## config.mk

```make
export PLATFORM = sky130hd
export DESIGN_NAME = idle_time_accumulator
export DESIGN_NICKNAME = d
export VERILOG_FILES = /design/src/hdl/ita_pkg.sv /design/src/hdl/ita_in_stage.sv /design/src/hdl/ita_update.sv /design/src/hdl/idle_time_accumulator.sv
export VERILOG_INCLUDE_DIRS = /design/src /design/src/hdl
export SDC_FILE = /design/constraint.sdc
export NUM_CORES = 1
export LEC_CHECK = 0
export BUFFER_PORTS_ARGS = -buffer_cell sky130_fd_sc_hd__buf_2
export CAP_MARGIN = 20
export CELL_PAD_IN_SITES_DETAIL_PLACEMENT = 2
export CELL_PAD_IN_SITES_GLOBAL_PLACEMENT = 2
export CORE_MARGIN = 2
export CORE_UTILIZATION = 42
export DETAILED_ROUTE_END_ITERATION = 8
export GPL_ROUTABILITY_DRIVEN = 0
export GPL_TIMING_DRIVEN = 0
export PLACE_DENSITY = 0.9
export REMOVE_ABC_BUFFERS = 1
export SYNTH_ARGS = -nofsm -noshare
export SYNTH_HDL_FRONTEND = slang
export SYNTH_SLANG_ARGS = --single-unit
```

## constraint.sdc

```tcl
create_clock -name clk -period 13.8 [get_ports clk]
set_clock_uncertainty 0.05 [all_clocks]
set_input_delay 2.76 -clock clk [delete_from_list [all_inputs] [get_ports clk]]
set_output_delay 2.76 -clock clk [all_outputs]
set_load 0.01 [all_outputs]
```

## src/hdl/idle_time_accumulator_macros.svh

```systemverilog
// Assertion macros shared by the idle time accumulator RTL
`ifndef IDLE_TIME_ACCUMULATOR_MACROS_SVH
`define IDLE_TIME_ACCUMULATOR_MACROS_SVH

// Same-cycle implication, checked outside reset
`define ITA_ASSERT_IMPL(label, clk, rst_n, ante, cons) \
    label: assert property (@(posedge clk) disable iff (!rst_n) (ante) |-> (cons)) \
        else $error("ita assertion failed in %m");

// Next-cycle implication, checked outside reset
`define ITA_ASSERT_NEXT(label, clk, rst_n, ante, cons) \
    label: assert property (@(posedge clk) disable iff (!rst_n) (ante) |=> (cons)) \
        else $error("ita assertion failed in %m");

`endif

```

## src/hdl/ita_pkg.sv

```systemverilog
// Types, codes and helpers for the idle time accumulator
`default_nettype none

package ita_pkg;

    localparam int IN_W  = 40;
    localparam int OUT_W = 264;

    // action codes
    localparam logic [1:0] ACT_IDLE_BEGIN = 2'd0;
    localparam logic [1:0] ACT_IDLE_END   = 2'd1;
    localparam logic [1:0] ACT_SNAPSHOT   = 2'd2;

    // status codes
    localparam logic [1:0] ST_WARM_UNAVAIL = 2'd0;
    localparam logic [1:0] ST_WARMING      = 2'd1;
    localparam logic [1:0] ST_VALID        = 2'd2;
    localparam logic [1:0] ST_UNAVAIL      = 2'd3;

    localparam logic [31:0] CNT32_MAX = 32'hFFFF_FFFF;
    localparam logic [63:0] CNT64_MAX = 64'hFFFF_FFFF_FFFF_FFFF;

    typedef struct packed {
        logic [1:0]  action;
        logic [31:0] tick;
        logic        sample_ok;
    } item_t;

    typedef struct packed {
        logic        have_ref;
        logic [31:0] ref_tick;
        logic [63:0] total;
        logic [63:0] idle;
        logic [31:0] epoch;
        logic [31:0] errors;
        logic [31:0] changes;
        logic        open;
        logic [31:0] freq;
        logic [1:0]  status;
    } state_t;

    function automatic logic [31:0] sat_inc32(input logic [31:0] v);
        return (v == CNT32_MAX) ? v : v + 32'd1;
    endfunction

    function automatic item_t unpack_item(input logic [IN_W-1:0] d);
        item_t it;
        it.action    = d[1:0];
        it.tick      = d[33:2];
        it.sample_ok = d[34];
        return it;
    endfunction

    function automatic logic [OUT_W-1:0] pack_result(input state_t s);
        return {5'd0, s.open, s.changes, s.errors, s.idle, s.total,
                s.freq, s.epoch, s.status};
    endfunction

endpackage

`default_nettype wire

```

## src/hdl/ita_in_stage.sv

```systemverilog
// Input register stage: holds one request until the update stage takes it
`default_nettype none

module ita_in_stage (
    input  wire logic                      clk,
    input  wire logic                      rst_n,
    input  wire logic                      s_axis_tvalid,
    output logic                           s_axis_tready,
    input  wire logic [ita_pkg::IN_W-1:0]  s_axis_tdata,
    input  wire logic                      take,
    output logic                           item_valid,
    output ita_pkg::item_t                 item
);

    logic           valid_reg;
    logic           valid_next;
    ita_pkg::item_t item_reg;

    assign s_axis_tready = !valid_reg || take;
    assign valid_next    = (s_axis_tvalid && s_axis_tready) ? 1'b1
                         : (take ? 1'b0 : valid_reg);

    always_ff @(posedge clk or negedge rst_n)
    begin
        if (!rst_n)
        begin
            valid_reg <= 1'b0;
        end
        else
        begin
            valid_reg <= valid_next;
        end
    end

    always_ff @(posedge clk)
    begin
        if (s_axis_tvalid && s_axis_tready)
        begin
            item_reg <= ita_pkg::unpack_item(s_axis_tdata);
        end
    end

    assign item_valid = valid_reg;
    assign item       = item_reg;

endmodule

`default_nettype wire

```

## src/hdl/ita_update.sv

```systemverilog
// Next-state logic: applies one event to the accumulator state
`default_nettype none

module ita_update (
    input  wire ita_pkg::state_t cur,
    input  wire ita_pkg::item_t  item,
    input  wire logic [31:0]     nominal,
    output ita_pkg::state_t      nxt
);

    logic        is_edge;
    logic        take;
    logic [31:0] delta;
    logic        bad;
    logic [64:0] total_sum;
    logic [64:0] idle_sum;
    logic [63:0] total_sat;
    logic [63:0] idle_sat;

    // begin/end only sample when they actually flip the open state
    assign is_edge = ((item.action == ita_pkg::ACT_IDLE_BEGIN) && !cur.open) ||
                     ((item.action == ita_pkg::ACT_IDLE_END) && cur.open);
    assign take    = is_edge || (item.action == ita_pkg::ACT_SNAPSHOT);

    assign delta = item.tick - cur.ref_tick;
    assign bad   = !item.sample_ok || (cur.have_ref && delta[31]);

    assign total_sum = {1'b0, cur.total} + {33'd0, delta};
    assign idle_sum  = {1'b0, cur.idle} + {33'd0, delta};
    assign total_sat = total_sum[64] ? ita_pkg::CNT64_MAX : total_sum[63:0];
    assign idle_sat  = idle_sum[64] ? ita_pkg::CNT64_MAX : idle_sum[63:0];

    always_comb
    begin
        nxt = cur;
        if (take)
        begin
            if (bad)
            begin
                nxt.errors   = ita_pkg::sat_inc32(cur.errors);
                nxt.have_ref = 1'b0;
                nxt.freq     = 32'd0;
                nxt.total    = 64'd0;
                nxt.idle     = 64'd0;
                nxt.status   = ita_pkg::ST_UNAVAIL;
            end
            else if (!cur.have_ref)
            begin
                nxt.epoch    = ita_pkg::sat_inc32(cur.epoch);
                nxt.have_ref = 1'b1;
                nxt.ref_tick = item.tick;
                nxt.total    = 64'd0;
                nxt.idle     = 64'd0;
                nxt.freq     = nominal;
                nxt.status   = ita_pkg::ST_WARMING;
            end
            else
            begin
                nxt.ref_tick = item.tick;
                nxt.total    = total_sat;
                if (cur.open)
                begin
                    nxt.idle = idle_sat;
                end
                if (total_sat != 64'd0)
                begin
                    nxt.status = ita_pkg::ST_VALID;
                end
            end
        end
        if (is_edge)
        begin
            nxt.open    = (item.action == ita_pkg::ACT_IDLE_BEGIN);
            nxt.changes = ita_pkg::sat_inc32(cur.changes);
        end
    end

endmodule

`default_nettype wire

```

## src/hdl/idle_time_accumulator.sv

```systemverilog
// Idle time accumulator: busy/idle tick counting from a free-running 32-bit timer.
// Each request (idle begin, idle end or snapshot, with a timer sample and a
// qualify flag) is captured in an input register, applied to the counter state
// and the resulting state is presented in an output register. One request is
// taken every cycle while the output is not stalled; the rate is set by the
// combinational state update loop (a 32-bit wrapping delta feeding two 64-bit
// saturating adders). While a result waits at the output, the input register
// takes one more request and then the input stalls until the result is taken.
// The nominal frequency register may be written only while no request is in
// flight.
`default_nettype none

module idle_time_accumulator (
    input  wire logic                      clk,
    input  wire logic                      rst_n,
    input  wire logic                      cfg_wr_en,
    input  wire logic [31:0]               cfg_wr_data,   // nominal timer frequency
    input  wire logic                      s_axis_tvalid,
    output logic                           s_axis_tready,
    // action[1:0], tick[33:2], sample_ok[34], zero fill
    input  wire logic [ita_pkg::IN_W-1:0]  s_axis_tdata,
    output logic                           m_axis_tvalid,
    input  wire logic                      m_axis_tready,
    // status[1:0], epoch[33:2], freq[65:34], total_ticks[129:66],
    // idle_ticks[193:130], errors[225:194], transitions[257:226],
    // idle_open[258], zero fill
    output logic [ita_pkg::OUT_W-1:0]      m_axis_tdata
);

    `include "idle_time_accumulator_macros.svh"

    logic                       item_valid;
    ita_pkg::item_t             item;
    logic                       advance;
    logic [31:0]                nominal_reg;
    ita_pkg::state_t            state_reg;
    ita_pkg::state_t            state_next;
    logic                       out_valid_reg;
    logic                       out_valid_next;
    logic [ita_pkg::OUT_W-1:0]  out_data_reg;

    assign advance = item_valid && (!out_valid_reg || m_axis_tready);

    ita_in_stage u_in (
        .clk           (clk),
        .rst_n         (rst_n),
        .s_axis_tvalid (s_axis_tvalid),
        .s_axis_tready (s_axis_tready),
        .s_axis_tdata  (s_axis_tdata),
        .take          (advance),
        .item_valid    (item_valid),
        .item          (item)
    );

    ita_update u_upd (
        .cur     (state_reg),
        .item    (item),
        .nominal (nominal_reg),
        .nxt     (state_next)
    );

    assign out_valid_next = advance ? 1'b1
                          : ((out_valid_reg && m_axis_tready) ? 1'b0 : out_valid_reg);

    always_ff @(posedge clk or negedge rst_n)
    begin
        if (!rst_n)
        begin
            nominal_reg   <= 32'd0;
            state_reg     <= '0;
            out_valid_reg <= 1'b0;
        end
        else
        begin
            if (cfg_wr_en)
            begin
                nominal_reg <= cfg_wr_data;
            end
            if (advance)
            begin
                state_reg <= state_next;
            end
            out_valid_reg <= out_valid_next;
        end
    end

    always_ff @(posedge clk)
    begin
        if (advance)
        begin
            out_data_reg <= ita_pkg::pack_result(state_next);
        end
    end

    assign m_axis_tvalid = out_valid_reg;
    assign m_axis_tdata  = out_data_reg;

    `ITA_ASSERT_IMPL(a_unavail_no_freq, clk, rst_n,
        m_axis_tvalid && (m_axis_tdata[1:0] == ita_pkg::ST_UNAVAIL),
        m_axis_tdata[65:34] == 32'd0)
    `ITA_ASSERT_IMPL(a_ref_means_available, clk, rst_n,
        state_reg.have_ref,
        (state_reg.status == ita_pkg::ST_WARMING) || (state_reg.status == ita_pkg::ST_VALID))
    `ITA_ASSERT_IMPL(a_idle_within_total, clk, rst_n,
        1'b1,
        state_reg.idle <= state_reg.total)
    `ITA_ASSERT_NEXT(a_state_holds, clk, rst_n,
        !advance,
        $stable(state_reg))

endmodule

`default_nettype wire

```

==> results.toml <==
[worst_setup_path]
worstPathRequired_ns = 14.21
worstSetupStartpointType = "flop"
cp-end-kind = "flop"
cp_num_buf_inv = 1
timing.critical_path.slowest_cell_delay_ns = 0.75
timing_worst_setup_path_type = "reg -> reg"
path_max_fanout = 6
cp_data_arrival_time_ns = 9.45
crit_path_start = "state_reg[260]$_DFFE_PN0P_"
cpMostUsedCell = "sky130_fd_sc_hd__or4_1"
r2r-start = "state_reg[260]$_DFFE_PN0P_"
cpLargestDelayFamily = "compound AO/OA/AOI/OAI gates"
timing.critical_path.slowest_stage_cell = "sky130_fd_sc_hd__o211ai_1"

[timing]
slew-limit-headroom_pct = 27.5
tightest_slew_ns = 1.09
slew_viol_final = 0
achievable-frequency_mhz = 111
hold_viol_final = 0
finalSetupViolations = 0
rsz0062_at_grt = "false"
final.period_utilization_pct = 65.5
fin_crit_ns = 9.05

[final_layout]
design_area_um2 = 38400
num-fill-cells = 7877
final_cells = 4553
largest_reg_flops = 292
utilization_pct = 49.8
final_layout_size_suffix_gt1_share_pct = 17.1
syn2layout_area_growth_pct = 17.6
design.final.nets = 3629

[logic_synthesis]
part_of_the_yosys_area_used_for_sequential_elements_pct = 52.0
synth_largest_area_cell = "sky130_fd_sc_hd__edfxtp_1"
synthTopCellsByArea = "sky130_fd_sc_hd__edfxtp_1 (27%), sky130_fd_sc_hd__dfrtp_1 (25%), sky130_fd_sc_hd__xnor2_1 (4.3%), sky130_fd_sc_hd__nand2_1 (4.2%), sky130_fd_sc_hd__ha_1 (3.8%)"
avgSynthCellArea_um2 = 10.3
yosysUniqueCellTypes = 77
yosysWarnings = 0
synthDominantCellAreaShare_pct = 27.0
syn-cell-area_um2 = 32700
synth_seq_cells = 620
synth_enable_flop_cells = 294
synth_flop_cell = "sky130_fd_sc_hd__dfrtp_1"
async_reset_ff_share_pct = 52.6
synth_cells = 3173

[cts]
cts.repair.resized = 0
cts.clk_slew.worst_paths_ns = 0.06
cts_setup_buffers = 0
worstSkewPairLatency_ns = 0.66
tritoncts = "done"
numCtsBuffers = 74
holdBufCountCts = 0
clock_path_buffers = 3
clockRootBuffer = "sky130_fd_sc_hd__clkbuf_16"
clock_sinks = 620
ctsHtreeMaxLevel = 3

[detailed_routing]
drt-total-wl_um = 126000
drc = 0
detail_route.iter0.violations = 1748
vias = 27600
dr.pass1.iters = 6
postRouteAntennaNets = 0
via_per_inst = 6.05
post_drt_wl_per_cell_um = 27.7

[placement]
numPortBuffers = 332
placement_cell_area_um2 = 35800
dpl.hpwl_um = 85300
dp.cells = 4414

[hold_path]
worstHoldPathType = "reg -> reg"
hp-start = "state_reg[269]$_DFFE_PN0P_"

[status]
outcome = "completed"

[die]
start_util_pct = 42.3
die_area_um2 = 80000
floorplan.die.width_um = 283
chipHeight_um = 283
core-area_um2 = 77200
ios = 343
core.rowCount = 102

[job]
maximum_capacitance_violations = 0

[global_route]
grt_max_degree = 113
grt_antenna_before_repair = 2
first_pass_grt_wire_length_um = 191000
track_usage_pct = 31.3
grt_overflow = 0
grt_pass1_vias = 30100

[power_and_ir_drop]
leakage_power_nw = 16.6
p_switching_mw = 3.32
clock_power_share_pct = 27.1
seq_power_share_pct = 30.5
max-vdd-ir-drop_uv = 110
power_per_cell_area_nw_per_um2 = 208
power_switching_share_pct = 41.6
power_report.internal_total_mw = 4.67
comb_power_share_pct = 42.4
==> path summary, 6_finish.rpt <==
check	end	slack (ns)	cells past startpoint
hold reg to reg	state_reg[269]$_DFFE_PN0P_	0.46	1
setup reg to reg	m_axis_tdata[0]$_DFFE_PP_	4.75	26
max in group asynchronous	state_reg[228]$_DFFE_PN0P_	10.27	3
hold / removal	state_reg[269]$_DFFE_PN0P_	0.46	1
setup / recovery	m_axis_tdata[0]$_DFFE_PP_	4.75	26
min in group asynchronous	state_reg[116]$_DFFE_PN0P_	1.92	1
==> cells by family (layout without fill, tap and decap cells) <==
logic type      count (synthesis)  after routing  share of synthesized area [%]
xor+xnor                      283            283                           7.59
flops                         620            620                           52.0
fa+ha+maj                     102            102                           3.98
simple gates                  987            987                           13.9
other cells                     1              7                         0.0115
compound gates                864            864                           17.2
buf+inv                       243            577                           2.85
mux                            73             73                           2.49
==> power by group through the flow <==
stage	sequential, mW	clock, mW	combinational [mW]
2_1_floorplan	2.45	0	2.13
3_3_place_gp	2.45	0	3.07
3_5_place_dp	2.45	0	3.29
4_1_cts	2.43	2.20	3.36
5_1_grt	2.46	2.27	3.67
6_report	2.43	2.16	3.39
==> per-layer routing <==
layer | up-vias | part of all wire (%) | global-route usage, %
met5 | - | 0.010 | 0
met3 | 298 | 4.6 | 4.05
li1 | 12100 | - | -
met4 | 2 | 4.9 | 15.0
met1 | 14300 | 40 | 38.1
met2 | 851 | 50 | 54.8
==> final cells by class <==
cell class | count | area (um^2) | area share, %
Tap cell | 1040 | 1300 | 3.39
Clock buffer | 91 | 1970 | 5.12
Clock inverter | 46 | 663 | 1.73
Timing Repair Buffer | 367 | 2360 | 6.13
Multi-Input combinational cell | 2314 | 14900 | 38.7
Antenna cell | 2 | 5.00 | 0.0130
Inverter | 73 | 282 | 0.733
Sequential cell | 620 | 17000 | 44.2
==> cells in the final DEF, fill, tap and decap left out, types with 43 or more instances in the layout <==
cell type / count
sky130_fd_sc_hd__a21o_1: 70
sky130_fd_sc_hd__a21oi_1: 225
sky130_fd_sc_hd__a22o_1: 98
sky130_fd_sc_hd__and3_1: 43
sky130_fd_sc_hd__buf_2: 331
sky130_fd_sc_hd__clkbuf_16: 74
sky130_fd_sc_hd__dfrtp_1: 326
sky130_fd_sc_hd__edfxtp_1: 294
sky130_fd_sc_hd__ha_1: 99
sky130_fd_sc_hd__inv_1: 72
sky130_fd_sc_hd__mux2_2: 66
sky130_fd_sc_hd__nand2_1: 356
sky130_fd_sc_hd__nand3_1: 99
sky130_fd_sc_hd__nand4_1: 63
sky130_fd_sc_hd__nor2_1: 232
sky130_fd_sc_hd__nor3_1: 52
sky130_fd_sc_hd__o21ai_0: 220
sky130_fd_sc_hd__xnor2_1: 161
sky130_fd_sc_hd__xor2_1: 120
==> worst reg2reg max path: cells and delay by family, from the launching register on <==
kind / cells / cell delay [ns]
flops: 1 / 0.39
fa+ha+maj: 2 / 0.71
compound gates: 11 / 4.18
xor+xnor: 2 / 0.39
simple gates: 10 / 3.09
buf+inv: 1 / 0.06
==> synthesized netlist by cell type (all sizes together) (6+ instances only) <==
| cell | n |
|---|---|
| nand2 | 362 |
| dfrtp | 326 |
| edfxtp | 294 |
| nor2 | 236 |
| a21oi | 228 |
| o21ai | 225 |
| xnor2 | 162 |
| clkbuf | 151 |
| xor2 | 121 |
| nand3 | 100 |
| ha | 99 |
| a22o | 98 |
| inv | 73 |
| a21o | 70 |
| mux2 | 66 |
| nand4 | 63 |
| nor3 | 53 |
| and3 | 45 |
| o31ai | 40 |
| a31oi | 34 |
| and2 | 25 |
| o21a | 25 |
| buf | 19 |
| nand2b | 19 |
| a211oi | 18 |
| nor4 | 17 |
| o211ai | 16 |
| or3 | 15 |
| o21bai | 14 |
| o22a | 14 |
| or2 | 14 |
| nor2b | 11 |
| a41oi | 10 |
| and4 | 8 |
| or4 | 8 |
| a311oi | 7 |
| mux2i | 7 |
| a2111oi | 6 |
| o211a | 6 |
==> stage by stage <==
stage	hold WS, ns	power, mW	setup TNS (ns)	setup WS, ns
3_3_place_gp	0.417	5.52	-2465.51	-12.96
3_5_place_dp	0.447	5.74	0	4.86
5_1_grt	0.478	8.39	0	4.18
6_report	0.456	7.99	0	4.75
2_1_floorplan	0.404	4.58	-123.47	-1.70
4_1_cts	0.462	7.99	0	4.75
Power figures use the tool's default switching activity.
